==> config.mk <==
export PLATFORM = sky130hd
export DESIGN_NAME = fnmf_mean_unit
export DESIGN_NICKNAME = d
export VERILOG_FILES = /design/src/rtl/core/fnmf_pkg.sv /design/src/rtl/core/fnmf_mean_unit.sv
export SDC_FILE = /design/constraint.sdc
export NUM_CORES = 1
export LEC_CHECK = 0
export ABC_AREA = 1
export BUFFER_PORTS_ARGS = -buffer_cell sky130_fd_sc_hd__buf_2
export CAP_MARGIN = 0
export CORE_ASPECT_RATIO = 0.9
export CORE_MARGIN = 1.5
export CORE_UTILIZATION = 45
export DETAILED_ROUTE_END_ITERATION = 8
export PLACE_DENSITY_LB_ADDON = 0.15
export SYNTH_ARGS = -nofsm -noshare
export SYNTH_HDL_FRONTEND = slang
export SYNTH_SLANG_ARGS = --single-unit
export TNS_END_PERCENT = 5
==> constraint.sdc <==
create_clock -name vclk -period 10.8
set_input_delay 2.7 -clock vclk [all_inputs]
set_output_delay 2.7 -clock vclk [all_outputs]
set_load 0.05 [all_outputs]
==> src/rtl/core/fnmf_pkg.sv <==
// Package for the four-neighbour mean filter: sizes, register indexes and shared types.
// Used by every module of the filter, the stream interfaces and the checker.
package fnmf_pkg;

    localparam int MAX_WIDTH_DEFAULT  = 1024;
    localparam int PIXEL_BITS_DEFAULT = 8;
    localparam int SIZE_BITS          = 11;
    localparam int ROW_BITS           = 10;
    localparam int MAX_HEIGHT         = 1024;
    localparam int SIZE_RESET         = 3;
    localparam int MEAN_BITS          = 16;
    localparam int FRAC_BITS          = 8;
    localparam int APB_DATA_BITS      = 32;
    localparam int APB_ADDR_BITS      = 3;
    localparam int COUNT_BITS         = 3;

    localparam logic [COUNT_BITS-1:0] COUNT_TWO   = 3'd2;
    localparam logic [COUNT_BITS-1:0] COUNT_THREE = 3'd3;
    localparam logic [COUNT_BITS-1:0] COUNT_FOUR  = 3'd4;

    typedef enum logic
    {
        REG_IMAGE_WIDTH  = 1'b0,
        REG_IMAGE_HEIGHT = 1'b1
    } reg_index_t;

    typedef struct packed
    {
        logic first_col;
        logic last_col;
        logic col_ge2;
        logic row_ge2;
    } pos_flags_t;

    typedef struct packed
    {
        logic [COUNT_BITS-1:0] count;
        logic                  last;
    } mean_ctl_t;

endpackage

==> src/rtl/core/fnmf_mean_unit.sv <==
// Scales a neighbour sum by 256 and divides it by a count of 2, 3 or 4, truncating.
// Depends on fnmf_pkg; division by three is a multiply by a rounded-up reciprocal.
module fnmf_mean_unit #(
    parameter int SUM_BITS = fnmf_pkg::PIXEL_BITS_DEFAULT + 2
) (
    input  logic [SUM_BITS-1:0]                neighbour_sum,
    input  logic [fnmf_pkg::COUNT_BITS-1:0]    neighbour_count,
    output logic [fnmf_pkg::MEAN_BITS-1:0]     mean_value
);
    import fnmf_pkg::*;

    localparam int X_BITS    = SUM_BITS + FRAC_BITS;
    localparam int SHIFT     = X_BITS + 2;
    localparam int PROD_BITS = X_BITS + SHIFT;
    localparam int WIDE_BITS = (X_BITS > MEAN_BITS) ? X_BITS : MEAN_BITS;
    localparam longint unsigned RECIP_THREE = ((64'd1 << SHIFT) + 64'd2) / 64'd3;

    logic [X_BITS-1:0]    scaled;
    logic [PROD_BITS-1:0] product;
    logic [X_BITS-1:0]    quotient;
    logic [WIDE_BITS-1:0] quotient_wide;

    assign scaled  = {neighbour_sum, FRAC_BITS'(0)};
    assign product = PROD_BITS'(scaled) * PROD_BITS'(RECIP_THREE);

    always_comb
    begin
        case (neighbour_count)
            COUNT_TWO:   quotient = scaled >> 1;
            COUNT_THREE: quotient = product[PROD_BITS-1:SHIFT];
            COUNT_FOUR:  quotient = scaled >> 2;
            default:     quotient = scaled >> 2;
        endcase
    end

    assign quotient_wide = WIDE_BITS'(quotient);
    assign mean_value    = quotient_wide[MEAN_BITS-1:0];

endmodule

After elaboration in Yosys (flattened, before gate mapping)
Cells that the tools add are included.

Flip-flop bits (word level): 0. Latch bits: 0. Memory bits (writable): 0. ROM bits: 0. Input bits: 13. Output and inout bits: 16. Word-level logic and storage cells: 4. Memories kept: 0.

Add/subtract/negate cells: 0. Multiply operators: 1. Div/mod/pow operators: 0. $lt $le $gt $ge: 0. Equality and inequality tests: 2. Shift operators: 0. Muxes and demuxes: 1. Bitwise logic cells: 0. Reductions and logical operators: 0.

Operator list (number): $pmux W16 S2 (1); $mul A10 B18 Y27 const B (1); $eq A3 B2 Y1 const B (2).

Depth between registers and ports, before layout
Depth after elaboration: 2. Mapped depth: 21. Gate-level depth less buffers: 21.

Worst setup path after synthesis
Ideal clock, no wire load.

Kind: input-to-output. From: input neighbour_sum[4]. To: output mean_value[6] (netlist name). Arrival time: 7.062 ns. Data required time: 8.100 ns. Setup slack: 1.038 ns. Stages on the path: 20. Buffers on the path: 1. Cell sequence: ha_1 -> inv_1 -> fa_1 -> inv_1 -> fa_1 -> fa_1 -> inv_1 -> fa_1 -> inv_1 -> ha_1 -> buf_2 -> nand2_2 -> inv_1 -> a21oi_1 -> nand2_1 -> inv_1 -> nand2_2 -> nand2_1 -> nand2_1 -> o22ai_1.

Cells in the longest elaborated chain, start to end: 2.

Ends and longest elaborated chain: from (decl) (RTL line fnmf_mean_unit.sv:6) `input logic [SUM_BITS-1:0] neighbour_sum,`; $mul A10 B18 Y27 (RTL line fnmf_mean_unit.sv:24) `assign product = PROD_BITS'(scaled) * PROD_BITS'(RECIP_THREE);`; $pmux W16 S2 (RTL line fnmf_mean_unit.sv:28) `case (neighbour_count)`; to (decl) (RTL line fnmf_mean_unit.sv:8) `output logic [fnmf_pkg::MEAN_BITS-1:0] mean_value`.

No other way between the ends.

Worst setup path in the final report
Same ends and word-level chain as after synthesis.

==> Implementation_results.wiki <==
{| class="wikitable"
! Metric !! Value
|-
| Number of global-route vias before repair || 2689
|-
| Number of hold-repair buffers added at the cts stage || 0
|-
| Power density of the placed cells || 288 nW/um^2
|-
| Post-route antenna net violation count || 0
|-
| Number of stages on the worst hold path || 4
|-
| Number of failing setup endpoints in the final timing report || 0
|-
| Start point of the critical path || neighbour_sum[4]
|-
| Max Fanout on Critical Path || 8
|-
| Number of distinct library cells after synthesis || 28
|-
| Area inside the core boundary || 6220 sq um
|-
| Area Growth Syn to Fin || 8.07%
|-
| Overall global routing resource usage || 23.1%
|-
| Cells traversed along the worst timing path || buf_2 -> ha_1 -> inv_1 -> fa_1 -> inv_1 -> fa_1 -> fa_1 -> inv_1 -> fa_1 -> inv_1 -> ha_1 -> nand2_2 -> inv_1 -> a21oi_1 -> nand2_1 -> inv_1 -> nand2_2 -> nand2_1 -> nand2_1 -> o22ai_1 -> buf_2
|-
| Worst Path Required || 8100 ps
|-
| Worst Path Class, Setup || in2out
|-
| Hold Worst Slack || 5880 ps
|-
| Final net count || 581
|-
| Final Critical Period || 10000 ps
|-
| CP arrival || 7300 ps
|-
| Accumulated negative setup slack || 0 ps
|-
| Delay of the slowest cell on the worst path || 640 ps
|-
| # diodes || 0
|-
| Hold_sp || neighbour_sum[9]
|-
| Total of clock buffers placed in the layout || 0
|-
| Startpoint Class || primary input
|-
| Highest achievable clock rate || 100 MHz
|-
| Die Width || 88.3 um
|-
| Most repeated library cell on the critical path || sky130_fd_sc_hd__inv_1
|-
| Synthesized cell area || 2950 sq um
|-
| Routed wire length || 7780 um
|-
| Global route overflow || 0
|-
| DRC || 0
|-
| Via count of the routed design || 2877
|-
| Layout fillers || 707
|-
| Critical path's slowest cell || sky130_fd_sc_hd__fa_1
|-
| Relative max-transition margin || 27.3%
|-
| Hold Path End || mean_value[15]
|-
| DIE AREA || 7040 sq um
|-
| Post-DP HPWL || 7080 um
|-
| First-pass GRT wire length || 12700 um
|-
| Max_cap viols || 0
|-
| Worst min-delay path class || in2out
|-
| Cell area after layout || 3180 sq um
|-
| Total area of sequential cells || 0 sq um
|-
| Number of antenna violations at the first check in global routing || 0
|-
| Iter 0 DRT Violations || 175
|-
| Via/cell ratio || 5.15
|-
| Post-CTS Setup Inserts || 0
|-
| Final estimated routing congestion in global placement || 0.880
|-
| Layout sequential cell count || 0
|-
| Worst vdd rail ir drop || 0.140 mV
|-
| Area taken by multi-input logic gates || 2550 sq um
|-
| Pre-Repair DR Iteration Count || 6
|-
| Share of the yosys chip area belonging to registers || 0%
|-
| Pin count of the biggest net entering global routing || 15
|-
| Share of the clock period used by the worst path after layout || 92.6%
|-
| Starting density of the core || 47.4%
|-
| Post-Syn Nets || 553
|-
| Number of port buffers || 29
|-
| Kind of capture point of the worst setup path || output port
|-
| Worst-margin pin slew || 1090 ps
|-
| Routed wire per std cell || 13.9 um
|-
| Layout cells sized above 1 || 9.53%
|-
| Final Hold Violating Endpoints || 0
|-
| Gate Count Post-Synth || 446
|-
| Num ports || 29
|-
| Result of the run || finished, final reports clean
|-
| Number of slew-limit violations in the final report || 0
|-
| Number of placement rows || 27
|-
| Leakage dissipation || 1.93 nW
|-
| Placed Instance Area || 3180 sq um
|-
| RSZ-0062 raised after global routing || false
|-
| Post-cts sizing count || 0
|-
| Number of warnings reported in the yosys synthesis log || 0
|-
| Die Y-Extent || 79.8 um
|-
| Mean instance size in the synthesized netlist || 6.61 sq um
|}
stage by stage:
stage	total power [W]	setup slack (ps)	cells	util, %
after floorplan	0.000700	1040	446	-
after global placement	0.000910	934	559	51.2
after detailed placement	0.000908	841	559	51.2
after CTS	0.000914	832	559	51.2
after global routing	0.00103	502	559	51.2
final	0.000917	798	559	51.2
layout by cell type, fill, tap and decap left out:
cell / n
sky130_fd_sc_hd__nor2_2: 8
sky130_fd_sc_hd__o21ai_1: 3
sky130_fd_sc_hd__nor2_1: 37
sky130_fd_sc_hd__a21o_1: 2
sky130_fd_sc_hd__inv_2: 2
sky130_fd_sc_hd__a21oi_2: 1
sky130_fd_sc_hd__xor2_1: 2
sky130_fd_sc_hd__xnor2_1: 2
sky130_fd_sc_hd__ha_1: 63
sky130_fd_sc_hd__nand2_2: 4
sky130_fd_sc_hd__nor2_4: 1
sky130_fd_sc_hd__nor3_1: 6
sky130_fd_sc_hd__buf_2: 29
sky130_fd_sc_hd__a31oi_1: 1
sky130_fd_sc_hd__inv_1: 98
sky130_fd_sc_hd__o21ai_0: 4
sky130_fd_sc_hd__a21boi_0: 2
sky130_fd_sc_hd__nand4_1: 9
sky130_fd_sc_hd__o21a_1: 1
sky130_fd_sc_hd__a22oi_1: 8
sky130_fd_sc_hd__nand3_1: 22
sky130_fd_sc_hd__o21bai_1: 2
sky130_fd_sc_hd__a21oi_1: 17
sky130_fd_sc_hd__fa_1: 31
sky130_fd_sc_hd__o22ai_1: 1
sky130_fd_sc_hd__nand2_1: 116
layout make-up:
| type | instances | area share [%] |
|---|---|---|
| Tap cell | 87 | 3.42 |
| Timing Repair Buffer | 29 | 4.56 |
| Inverter | 100 | 11.8 |
| Multi-Input combinational cell | 343 | 80.2 |
power by group:
part           internal [W]  total, W  switching [W]
Sequential                0         0              0
Combinational      0.000304  0.000917       0.000613
Clock                     0         0              0
Total              0.000304  0.000917       0.000613
how the worst max path moves through the flow:
stage	depth (start not counted)	slack (ps)	to
3_3_place_gp	20	930	mean_value[8]
5_1_grt	21	500	mean_value[11]
4_1_cts	21	830	mean_value[6]
2_1_floorplan	20	1040	mean_value[6]
3_5_place_dp	21	840	mean_value[6]
6_report	21	800	mean_value[6]
cells in the mapped netlist:
master,count,share of area (%)
sky130_fd_sc_hd__a31oi_1,1,0.21
sky130_fd_sc_hd__nor2_2,8,1.7
sky130_fd_sc_hd__a21o_1,2,0.51
sky130_fd_sc_hd__nand2_2,4,0.85
sky130_fd_sc_hd__nor2_4,1,0.38
sky130_fd_sc_hd__a22oi_1,8,2.0
sky130_fd_sc_hd__xor2_1,2,0.59
sky130_fd_sc_hd__ha_1,63,27
sky130_fd_sc_hd__nor3_1,6,1.0
sky130_fd_sc_hd__a21boi_0,2,0.51
sky130_fd_sc_hd__inv_2,2,0.25
sky130_fd_sc_hd__a21oi_1,17,2.9
sky130_fd_sc_hd__fa_1,31,21
sky130_fd_sc_hd__a21oi_2,1,0.30
sky130_fd_sc_hd__nand4_1,9,1.9
sky130_fd_sc_hd__o21a_1,1,0.25
sky130_fd_sc_hd__o21bai_1,2,0.51
sky130_fd_sc_hd__nor2_1,37,4.7
sky130_fd_sc_hd__o21ai_1,3,0.51
sky130_fd_sc_hd__o22ai_1,1,0.21
sky130_fd_sc_hd__nand2_1,116,15
sky130_fd_sc_hd__buf_2,1,0.17
sky130_fd_sc_hd__inv_1,98,12
sky130_fd_sc_hd__clkbuf_1,1,0.13
sky130_fd_sc_hd__nand3_1,22,3.7
sky130_fd_sc_hd__buf_4,1,0.25
sky130_fd_sc_hd__xnor2_1,2,0.59
sky130_fd_sc_hd__o21ai_0,4,0.68
metal layers:
metal,global-route usage (%),share of wire [%],up-vias
met5,0,0,-
met4,1.72,0.84,0
met3,1.45,5.0,10
met2,37.8,45,89
met1,34.8,49,1320
li1,-,-,1458
worst max-delay path: cells and delay by family:
family | cells | cell delay, ps
adders and majority gates | 6 | 2730
AOI/OAI and AO/OA | 2 | 340
buffers and inverters | 8 | 1030
and+or+nand+nor | 5 | 500
cell families (layout without fill, tap and decap cells):
group | Yosys count | count (layout) | synth area share [%]
simple gates | 203 | 203 | 29.1
buf+inv | 103 | 129 | 13.3
xor+xnor | 4 | 4 | 1.19
compound gates | 42 | 42 | 8.62
fa+ha+maj | 94 | 94 | 47.8
No activity file was read; power rests on OpenSTA's default activity.
