[src/rtl/core/fnmf_pkg.sv]
// Package for the four-neighbour mean filter: sizes, register indexes and shared types.
// Used by every module of the filter, the stream interfaces and the checker.
package fnmf_pkg;

    localparam int MAX_WIDTH_DEFAULT  = 1024;
    localparam int PIXEL_BITS_DEFAULT = 8;
    localparam int SIZE_BITS          = 11;
    localparam int ROW_BITS           = 10;
    localparam int MAX_HEIGHT         = 1024;
    localparam int SIZE_RESET         = 3;
    localparam int MEAN_BITS          = 16;
    localparam int FRAC_BITS          = 8;
    localparam int APB_DATA_BITS      = 32;
    localparam int APB_ADDR_BITS      = 3;
    localparam int COUNT_BITS         = 3;

    localparam logic [COUNT_BITS-1:0] COUNT_TWO   = 3'd2;
    localparam logic [COUNT_BITS-1:0] COUNT_THREE = 3'd3;
    localparam logic [COUNT_BITS-1:0] COUNT_FOUR  = 3'd4;

    typedef enum logic
    {
        REG_IMAGE_WIDTH  = 1'b0,
        REG_IMAGE_HEIGHT = 1'b1
    } reg_index_t;

    typedef struct packed
    {
        logic first_col;
        logic last_col;
        logic col_ge2;
        logic row_ge2;
    } pos_flags_t;

    typedef struct packed
    {
        logic [COUNT_BITS-1:0] count;
        logic                  last;
    } mean_ctl_t;

endpackage

[src/rtl/core/fnmf_cfg_regs.sv]
// APB register block holding the image width and height, clamped to their legal ranges.
// Depends on fnmf_pkg; any write restarts the frame.
module fnmf_cfg_regs #(
    parameter int MAX_WIDTH  = fnmf_pkg::MAX_WIDTH_DEFAULT,
    parameter int WIDTH_BITS = $clog2(MAX_WIDTH + 1)
) (
    input  logic                                 clk,
    input  logic                                 rst_n,
    input  logic                                 psel,
    input  logic                                 penable,
    input  logic                                 pwrite,
    input  logic [fnmf_pkg::APB_ADDR_BITS-1:0]   paddr,
    input  logic [fnmf_pkg::APB_DATA_BITS-1:0]   pwdata,
    output logic [fnmf_pkg::APB_DATA_BITS-1:0]   prdata,
    output logic                                 pready,
    output logic [WIDTH_BITS-1:0]                image_width,
    output logic [fnmf_pkg::SIZE_BITS-1:0]       image_height,
    output logic                                 restart
);
    import fnmf_pkg::*;

    localparam int WIDTH_RESET = (SIZE_RESET > MAX_WIDTH) ? MAX_WIDTH : SIZE_RESET;

    logic [WIDTH_BITS-1:0] width_reg;
    logic [WIDTH_BITS-1:0] width_next;
    logic [SIZE_BITS-1:0]  height_reg;
    logic [SIZE_BITS-1:0]  height_next;
    logic [SIZE_BITS-1:0]  wr_value;
    logic                  wr_strobe;
    reg_index_t            reg_index;

    assign wr_strobe = psel & penable & pwrite;
    assign reg_index = reg_index_t'(paddr[2]);
    assign wr_value  = pwdata[SIZE_BITS-1:0];

    always_comb
    begin
        width_next  = width_reg;
        height_next = height_reg;
        if (wr_strobe)
        begin
            case (reg_index)
                REG_IMAGE_WIDTH:
                begin
                    if (wr_value < SIZE_BITS'(2))
                    begin
                        width_next = WIDTH_BITS'(2);
                    end
                    else if (32'(wr_value) > 32'(MAX_WIDTH))
                    begin
                        width_next = WIDTH_BITS'(MAX_WIDTH);
                    end
                    else
                    begin
                        width_next = WIDTH_BITS'(wr_value);
                    end
                end
                REG_IMAGE_HEIGHT:
                begin
                    if (wr_value < SIZE_BITS'(2))
                    begin
                        height_next = SIZE_BITS'(2);
                    end
                    else if (wr_value > SIZE_BITS'(MAX_HEIGHT))
                    begin
                        height_next = SIZE_BITS'(MAX_HEIGHT);
                    end
                    else
                    begin
                        height_next = wr_value;
                    end
                end
                default:
                begin
                    width_next = width_reg;
                end
            endcase
        end
    end

    always_ff @(posedge clk or negedge rst_n)
    begin
        if (!rst_n)
        begin
            width_reg  <= WIDTH_BITS'(WIDTH_RESET);
            height_reg <= SIZE_BITS'(SIZE_RESET);
        end
        else
        begin
            width_reg  <= width_next;
            height_reg <= height_next;
        end
    end

    always_comb
    begin
        case (reg_index)
            REG_IMAGE_WIDTH:  prdata = APB_DATA_BITS'(width_reg);
            REG_IMAGE_HEIGHT: prdata = APB_DATA_BITS'(height_reg);
            default:          prdata = '0;
        endcase
    end

    assign pready       = 1'b1;
    assign image_width  = width_reg;
    assign image_height = height_reg;
    assign restart      = wr_strobe;

endmodule

[config.mk]
export PLATFORM = sky130hd
export DESIGN_NAME = fnmf_cfg_regs
export DESIGN_NICKNAME = d
export VERILOG_FILES = /design/src/rtl/core/fnmf_pkg.sv /design/src/rtl/core/fnmf_cfg_regs.sv
export SDC_FILE = /design/constraint.sdc
export NUM_CORES = 1
export LEC_CHECK = 0
export BUFFER_PORTS_ARGS = -buffer_cell sky130_fd_sc_hd__buf_4
export CELL_PAD_IN_SITES_DETAIL_PLACEMENT = 1
export CELL_PAD_IN_SITES_GLOBAL_PLACEMENT = 1
export CORE_MARGIN = 4
export CORE_UTILIZATION = 28
export CTS_BUF_LIST = sky130_fd_sc_hd__clkbuf_4
export DETAILED_ROUTE_END_ITERATION = 8
export PLACE_DENSITY_LB_ADDON = 0.08
export REMOVE_ABC_BUFFERS = 1
export SETUP_SLACK_MARGIN = 0.1
export SLEW_MARGIN = 20
export SYNTH_ARGS = -nofsm -noshare
export SYNTH_HDL_FRONTEND = slang
export SYNTH_SLANG_ARGS = --single-unit
export TNS_END_PERCENT = 5
[constraint.sdc]
create_clock -name clk -period 1.05 [get_ports clk]
set_clock_uncertainty 0.05 [all_clocks]
set_input_delay 0.0525 -clock clk [delete_from_list [all_inputs] [get_ports clk]]
set_output_delay 0.0525 -clock clk [all_outputs]
set_load 0.01 [all_outputs]
* Word level (Yosys, flattened, before mapping)
Index checks and enable logic that the tools add are counted.
** Word-level totals
- Bits in registers :: 22
- Bits of input ports :: 40
** Cells by class
- Order comparisons :: 3
- Multiplexer cells :: 5
- Bitwise logic cells :: 3
- Reductions and logical operators :: 2
** Operator list (number)
- $pmux W32 S2 :: 1
- $mux W11 :: 4
- $gt A11 B11 Y1 const B :: 2
- $lt A11 B2 Y1 const B :: 1
- $reduce_and A2 Y1 :: 2
- $and A1 B1 Y1 :: 2
- $not A1 Y1 :: 1

* Longest topological paths before layout
Gate-level depths: netlist (run 1).
- Word-level depth :: 3
- Depth in mapped cells :: 4

* Worst setup path after synthesis (run 1)
OpenSTA, ideal clock, no wires.
- Path type :: reg-to-reg
- From :: reg, netlist name image_width[10]
- To :: reg width_reg[10] (netlist: image_width[10])
- Library setup time :: 125 ps
- Arrival time :: 657 ps
- Setup slack :: 219 ps
- Cell stages (with the launch flop) :: 2
- Path buffers :: 0
- Period minus slack after synthesis :: 831 ps
- Cell sequence :: dfrtp_1 > mux2_2
** RTL lines
- end signal: assignment :: line fnmf_cfg_regs.sv:85 : width_reg <= WIDTH_BITS'(WIDTH_RESET);
- end signal: assignment :: line fnmf_cfg_regs.sv:90 : width_reg <= width_next;
- end: declaration :: line fnmf_cfg_regs.sv:24 : logic [WIDTH_BITS-1:0] width_reg;

* Worst setup path after layout (run 1)
- From :: reg width_reg[7] (netlist: image_width[7])
- To :: out prdata[7] in the netlist's numbering
** On the way
- Word-level cells in the longest chain between the ends :: 1
** Ends and longest elaborated chain
- $pmux W32 S2 :: line fnmf_cfg_regs.sv:97 : case (reg_index)
- end: declaration :: line fnmf_cfg_regs.sv:14 : output logic [fnmf_pkg::APB_DATA_BITS-1:0] prdata,
No other way between the ends. The select of a mux whose other input is x is not followed.

==> impl_metrics.json, run 1 <==
{
  "cp_top_family": "flip-flops",
  "post_drt_wl_per_cell_um": 14.9,
  "nNetsFinal": 246,
  "synth_top_area_share": 0.367,
  "leakage_nw": 1.03,
  "synth-seq-area-share": 0.453,
  "max_freq_mhz": 815,
  "start_util": 0.298,
  "post_drt_via_cell_ratio": 4.38,
  "fin_crit_sh": 1.17,
  "cp.arrival_ps": 1120,
  "track_usage": 0.142,
  "synthesis.area_um2": 1230,
  "synth_cell_type_count": 21,
  "cp.required_ps": 950,
  "clk_latency_ps": 300,
  "cp_slowest_cell": "dfrtp_1",
  "num_io_pins": 96,
  "syn_area_per_cell_um2": 10.1,
  "antenna_found_initial": 0,
  "ys_dominant_reg_cell": "dfrtp_1",
  "slew_viol_final": 0,
  "rows": 23,
  "via_count": 1117,
  "synthTopCellsByArea": "dfrtp_1, buf_4, mux2_2",
  "io_buffer_count": 50,
  "wirelength_mm": 3.81,
  "peakVddDrop_v": 0.000611,
  "synthArstFlopShare": 1.00,
  "cts_buffers": 3,
  "violations": "setup timing",
  "dp_hpwl_mm": 2.66,
  "status": "finished, violations left",
  "multiInputGateArea_um2": 579,
  "first_pass_iters": 3,
  "max_stage_delay_ps": 420,
  "critPathLaunchType": "register",
  "drive_gt1_frac": 0.502,
  "fp.dieH_um": 74.2,
  "fillers": 484,
  "crit_type": "register to output pin",
  "setup_ws_ps": -176,
  "place.detailed.instances": 220,
  "critPathMaxFanout": 2,
  "finalSetupViolCount": 27,
  "dieArea_um2": 5510,
  "syn_inst": 122,
  "drtIter0Drc": 24,
  "crit_buf_inv": 1,
  "crit_path_end_kind": "output pin",
  "drc": 0,
  "synth-edff-count": 0,
  "yosysWarnings": 0,
  "hold_path_class": "primary input to register",
  "root_buffer": "clkbuf_4",
  "seqCellArea_um2": 556,
  "grt_max_degree": 23,
  "core_um2": 4120,
  "cts_buffer_depth": 2,
  "hold_violations": 0,
  "period_needed_ps": 1230,
  "gr-total-overflow": 0,
  "cts_tree": "built",
  "p_per_area_nw_per_um2": 1330,
  "grt_pass1_vias": 1186,
  "cap_viol_max_count": 0,
  "ant_nets": 0,
  "path_clk_slew_ps": 120,
  "gp_congestion": 0.620,
  "grt_pass1_wl_mm": 5.89,
  "area.growth.synth_to_final_pct": 64.7,
  "placed_area_um2": 1590,
  "fin_cells": 255,
  "clkSinkCount": 22,
  "final_area_um2": 2020,
  "die_x_um": 74.2,
  "num_antenna_cells": 0,
  "crit_chain": "mux2_4 > buf_6",
  "rsz0062_at_grt": "true",
  "synth_area_leader_cell": "dfrtp_1",
  "yosys_register_bits": 22,
  "htreeDepth": 1,
  "hold-worst-slack_ps": 13.4
}
## logic make-up after synthesis
| group | after synthesis | share of synthesized area |
|---|---|---|
| and+or+nand+nor | 36 | 0.161 |
| other | 2 | 0.00612 |
| muxes | 13 | 0.119 |
| AOI/OAI and AO/OA | 21 | 0.103 |
| buffers and inverters | 28 | 0.158 |
| DFF | 22 | 0.453 |
## placed cells by master, fill, tap and decap left out
| cell type | count |
|---|---|
| mux2_2 | 7 |
| clkinv_1 | 1 |
| mux2_4 | 6 |
| nand4b_4 | 1 |
| dfrtp_1 | 18 |
| conb_1 | 22 |
| buf_4 | 45 |
| o31ai_1 | 2 |
| o31ai_2 | 2 |
| dlygate4sd3_1 | 10 |
| o21ai_2 | 1 |
| o21ai_0 | 15 |
| nand2b_1 | 8 |
| nor4_2 | 1 |
| nand2_1 | 20 |
| and3_1 | 1 |
| nor2_1 | 1 |
| a31oi_1 | 1 |
| or2b_1 | 1 |
| dfstp_2 | 4 |
| nor3_1 | 1 |
| clkbuf_4 | 3 |
| and3_2 | 1 |
| buf_6 | 32 |
| nand4_1 | 1 |
## worst paths after layout
path                                  startpoint               end  slack, ps  cells past startpoint
worst max-delay path              image_width[7]         prdata[7]       -180                      2
max in group asynchronous                  rst_n   image_height[0]        560                      2
worst min register to register   image_height[0]   image_height[0]        460                      2
worst max register to register  image_height[10]  image_height[10]         80                      2
min in group asynchronous                  rst_n   image_height[2]        110                      2
worst min-delay path                     penable    image_width[0]         10                      3
## sequential cells by signal, summed over array words and instances (netlist names)
signal and count:
image_height 11, image_width 11
## cell usage after synthesis (2+ instances only)
master     n
nand2_1   20
o21ai_0   16
o31ai_1    2
buf_4     22
conb_1     2
dfrtp_1   18
mux2_2    13
nand2b_1   8
o31ai_2    2
dfstp_2    4
buf_2      5
## power breakdown
part	leakage, nW	internal (mW)	switching, mW
clock network	0.0154	0.139	0.254
logic	0.738	0.728	0.487
registers	0.276	0.993	0.0899
total	1.03	1.86	0.831
## worst min-delay path: stages
cell,delay (ps)
buf_4,120
nand4b_4,120
o31ai_1,80
## per-layer routing
| metal | vias up | part of all wire | GRT usage |
|---|---|---|---|
| met2 | 48 | 0.53 | 0.260 |
| li1 | 532 | - | - |
| met3 | 4 | 0.060 | 0.0162 |
| met1 | 533 | 0.40 | 0.172 |
| met5 | - | 0 | 0 |
| met4 | 0 | 0.012 | 0.0474 |
## final cells by class
type,count,area share
timing repair buffer,87,0.395
clock buffer,3,0.0111
multi-input combinational,92,0.287
clock inverter,1,0.00186
tap,50,0.0309
sequential,22,0.275
## per-stage QoR
stage	total power [mW]	TNS (ps)	util	worst slack (ps)
5_1_grt	2.88	-4210	0.491	-231
6_report	2.69	-2520	0.491	-176
3_3_place_gp	1.89	0	0.387	17.4
2_1_floorplan	1.43	-70.2	-	-70.2
3_5_place_dp	1.92	-63.3	0.387	-45.8
4_1_cts	2.64	-2760	0.476	-176
## what timing repair did
action / CTS / global route
resized for setup: 24 / 16
setup buffers: 20 / 1
hold buffers: 10 / 0
hold endpoints to repair: 38 / 0
setup endpoints to repair: 33 / 35
No activity file was read; power rests on OpenSTA's default activity.
==> run 2, diff against run 1 <==
Settings changed: ABC_AREA from default to 1, CORE_UTILIZATION 28 to 26.
==> impl_metrics.json, run 2 <==
{
  "cts_buffer_depth": 2,
  "clkSinkCount": 22,
  "gr-total-overflow": 0,
  "drc": 0,
  "peakVddDrop_v": 0.000561,
  "grt_pass1_vias": 1267,
  "synth_area_leader_cell": "dfrtp_1",
  "post_drt_via_cell_ratio": 4.25,
  "antenna_found_initial": 0,
  "num_antenna_cells": 0,
  "p_clk_frac": 0.176,
  "yosysWarnings": 0,
  "nNetsFinal": 269,
  "first_pass_iters": 4,
  "cp.required_ps": 950,
  "cp_top_family": "flip-flops",
  "wirelength_mm": 3.89,
  "root_buffer": "clkbuf_4",
  "final_common_cell": "nand2_1",
  "synth_common_cells": "nand2_1, buf_4, dfrtp_1",
  "cp_slowest_cell": "dfstp_2",
  "period_needed_ps": 1200,
  "track_usage": 0.139,
  "synth_top_area_share": 0.370,
  "path_clk_slew_ps": 110,
  "crit_type": "register to output pin",
  "synth-seq-area-share": 0.456,
  "num_io_pins": 96,
  "p_per_area_nw_per_um2": 1350,
  "synth_cell_type_count": 17,
  "ant_nets": 0,
  "synthArstFlopShare": 1.00,
  "syn_inst": 163,
  "via_count": 1191,
  "clk_latency_ps": 300,
  "io_buffer_count": 50,
  "start_util": 0.274,
  "area.growth.synth_to_final_pct": 46.5,
  "critPathLaunchType": "register",
  "netSwitchingFraction": 0.326,
  "cap_viol_max_count": 0,
  "grt_pass1_wl_mm": 6.49,
  "dp_hpwl_mm": 2.95,
  "finalSetupViolCount": 15,
  "yosysMostFrequentCell": "nand2_1",
  "hold_violations": 0,
  "max_freq_mhz": 830,
  "power.total_mw": 2.41,
  "post_drt_wl_per_cell_um": 13.9,
  "drtIter0Drc": 33,
  "violations": "setup timing",
  "drive_gt1_frac": 0.329,
  "cp.arrival_ps": 1100,
  "final_area_um2": 1790,
  "slew_viol_final": 0,
  "rows": 24,
  "synthTopCellsByArea": "dfrtp_1, nand2_1, buf_4",
  "cts_tree": "built",
  "dieArea_um2": 5850,
  "fp.dieH_um": 76.5,
  "synth-edff-count": 0,
  "hold_path_class": "primary input to register",
  "yosys_register_bits": 22,
  "leakage_nw": 0.966,
  "crit_path_end_kind": "output pin",
  "core_um2": 4440,
  "status": "finished, violations left",
  "max_stage_delay_ps": 570,
  "internal-power_mw": 1.62,
  "grt_max_degree": 23,
  "die_x_um": 76.5,
  "fin_crit_sh": 1.15,
  "syn_area_per_cell_um2": 7.48,
  "synthesis.area_um2": 1220,
  "p_comb_frac": 0.368,
  "rsz0062_at_grt": "true",
  "p_switching_mw": 0.785,
  "pwr-share-seq": 0.456,
  "crit_buf_inv": 1,
  "cts_buffers": 3,
  "critPathMaxFanout": 3,
  "htreeDepth": 1,
  "placed_area_um2": 1600,
  "gp_congestion": 0.700,
  "final_cell_mix": "nand2_1, buf_4, conb_1",
  "setup_ws_ps": -154,
  "crit_chain": "nand2_2 > nand2_1 > buf_6",
  "ys_dominant_reg_cell": "dfrtp_1"
}
-- run 2: cell types whose count changed after synthesis, sizes merged, moves of 2 or more --
cell / previous run / this run
inv: 0 / 7
nor2: 1 / 9
nand3: 0 / 2
and3: 2 / 0
buf: 27 / 25
mux2: 13 / 0
o31ai: 4 / 0
o21ai: 16 / 20
nand2b: 8 / 0
nand2: 20 / 73
-- run 2: final timing paths --
path	start	end	slack (ps)	cells past startpoint
max	image_width[1]	prdata[1]	-150	3
min	pwdata[10]	image_height[9]	20	4
max reg2reg	image_width[0]	image_width[0]	140	3
min reg2reg	image_height[1]	image_height[1]	450	2
min in group asynchronous	rst_n	image_height[3]	110	2
max in group asynchronous	rst_n	image_height[1]	540	2
-- run 2: power groups by stage --
stage                     Combinational, mW  Sequential [mW]  Clock [mW]
after floorplan                       0.270             1.16           0
after global placement                0.777             1.11           0
after detailed placement              0.792             1.12           0
after CTS                             0.873             1.10       0.452
after global routing                  0.974             1.12       0.504
final                                 0.886             1.10       0.423
-- run 2: kinds of logic (layout without fill, tap and decap cells) --
kind of cell	after synthesis	in the layout	synth area share
AOI/OAI and AO/OA	20	20	0.0821
buffers and inverters	34	79	0.176
DFF	22	22	0.456
other	2	22	0.00616
and+or+nand+nor	85	85	0.280
-- run 2: stage by stage --
step	hold slack (ps)	cells	util	setup WS (ps)	setup TNS, ps
finish	24.9	280	0.402	-154	-778
global route	20.4	280	0.402	-225	-1900
CTS	16.2	279	0.397	-162	-1100
detailed placement	-88.4	265	0.360	-33.7	-186
global placement	-91.2	265	0.360	11.3	0
floorplan	-293	156	-	127	0
-- run 2: per-layer routing --
metal	vias up	routed length (µm)	GRT usage
met2	40	1960	0.239
li1	588	-	-
met4	0	44	0.0435
met1	559	1670	0.173
met5	-	0	0
met3	4	214	0.0296
-- run 2: what timing repair did --
item / in CTS / in global routing
endpoints found under the setup margin: 33 / 34
setup buffers: 1 / 1
endpoints found under the hold margin: 38 / 0
resized for setup: 10 / 6
hold buffers: 9 / 0
pin swaps: 19 / 3
-- run 2: final cells by class --
cell class / count / area, µm²
multi-input combinational: 127 / 531
fill: 554 / 2660
inverter: 7 / 26.3
sequential: 22 / 556
clock buffer: 4 / 30.0
timing repair buffer: 68 / 578
tap: 52 / 65.1
-- run 2: worst register-to-register path, stage by stage (launching register included) --
cell and delay (ps):
dfstp_2 540, buf_4 110, nand2_1 50, o21ai_1 90
==> run 3, diff against run 2 <==
Clock period 1.05 ns to 1.11 ns, I/O delays scaled along.
==> impl_metrics.json, run 3 (synthesized netlist as in run 2, its figures left out) <==
{
  "place.detailed.instances": 263,
  "ant_nets": 0,
  "cp-startpoint": "image_width[0]",
  "cp.arrival_ps": 1100,
  "grt_pass1_vias": 1229,
  "fp.dieH_um": 76.5,
  "violations": "setup timing",
  "tightest_slew_ps": 622,
  "grt_pass1_wl_mm": 6.28,
  "power.total_mw": 2.29,
  "critPathMaxFanout": 3,
  "dp_slack_ps": -113,
  "via_count": 1174,
  "hold_path_class": "primary input to register",
  "rows": 24,
  "drive_gt1_frac": 0.327,
  "root_buffer": "clkbuf_4",
  "first_pass_iters": 3,
  "fillers": 568,
  "core_um2": 4440,
  "status": "finished, violations left",
  "cp.required_ps": 1000,
  "path_clk_slew_ps": 120,
  "grt_max_degree": 23,
  "crit_end": "prdata[0]",
  "post_drt_wl_per_cell_um": 13.7,
  "p_per_area_nw_per_um2": 1290,
  "r2r_slack_ps": 190,
  "htreeDepth": 1,
  "critPathLaunchType": "register",
  "fin_cells": 278,
  "clk_latency_ps": 300,
  "area.growth.synth_to_final_pct": 46.4,
  "num_io_pins": 96,
  "nNetsFinal": 267,
  "clkSinkCount": 22,
  "final_cell_mix": "nand2_1, buf_4, conb_1",
  "dp_hpwl_mm": 2.88,
  "num_antenna_cells": 0,
  "fin_crit_sh": 1.09,
  "setup_ws_ps": -98.0,
  "cts_buffer_depth": 2,
  "fin_util": 0.401,
  "start_util": 0.274,
  "die_x_um": 76.5,
  "slew_viol_final": 0,
  "peakVddDrop_v": 0.000526,
  "r2r-start": "image_width[0]",
  "gr-total-overflow": 0,
  "finalSetupViolCount": 3,
  "drtIter0Drc": 27,
  "crit_path_end_kind": "output pin",
  "rsz0062_at_grt": "true",
  "cap_viol_max_count": 0,
  "crit_type": "register to output pin",
  "max_freq_mhz": 828,
  "tns_ps": -259,
  "leakage_nw": 0.960,
  "period_needed_ps": 1210,
  "r2r-end": "image_width[0]",
  "io_buffer_count": 50,
  "worst_r2r_path_depth": 3,
  "slew_headroom": 0.585,
  "gp_congestion": 0.678,
  "antenna_found_initial": 0,
  "cts_tree": "built",
  "post_drt_via_cell_ratio": 4.22,
  "drc": 0,
  "dieArea_um2": 5850,
  "hold_violations": 0,
  "final_common_cell": "nand2_1",
  "wirelength_mm": 3.80,
  "track_usage": 0.133,
  "cts_buffers": 3
}
-- run 3: cell count changes in the layout (fill, tap and decap cells not counted), sizes merged --
cell  change
buf       -2
-- run 3: layout make-up --
type	count	area, µm²	share of cell area
Clock buffer	4	30.0	0.0168
Inverter	7	26.3	0.0147
Multi-Input combinational cell	127	533	0.299
Sequential cell	22	556	0.311
Tap cell	52	65.1	0.0365
Timing Repair Buffer	66	574	0.322
-- run 3: report_power, final --
part / switching (mW) / total, mW / internal (mW)
registers: 0.102 / 1.04 / 0.939
logic: 0.403 / 0.843 / 0.440
clock network: 0.246 / 0.411 / 0.164
total: 0.751 / 2.29 / 1.54
-- run 3: metrics by stage --
step / area (µm²) / hold slack, ps
global placement: 1580 / -88.1
CTS: 1740 / 15.0
floorplan: 1110 / -290
finish: 1780 / 21.9
detailed placement: 1580 / -82.3
global route: 1780 / 14.2
-- run 3: worst min-delay path by stage --
stage,startpoint,endpoint,slack [ps],cells past startpoint
floorplan,rst_n,image_height[10],-290,0
CTS,pwdata[10],image_height[9],10,4
global placement,rst_n,image_height[3],-90,1
global route,pwdata[10],image_height[9],10,4
detailed placement,rst_n,image_height[3],-80,1
finish,pwdata[10],image_height[9],20,4
-- run 3: what timing repair did --
item / CTS / global route
setup endpoints to repair: 15 / 32
pin swaps: 12 / 9
endpoints found under the hold margin: 38 / 0
gates resized for setup: 6 / 13
hold buffers: 9 / 0
setup buffers: 2 / 0
-- run 3: per-layer routing --
metal / global-route usage / vias up / part of all wire
met5: 0 / - / 0
met4: 0.0326 / 0 / 0.0047
met3: 0.0284 / 2 / 0.049
met2: 0.228 / 38 / 0.52
met1: 0.170 / 553 / 0.43
li1: - / 581 / -
-- run 3: worst max-delay path: stages, from the launching register on --
cell	delay [ps]
dfstp_2	570
nand2_2	60
nand2_2	70
buf_6	90
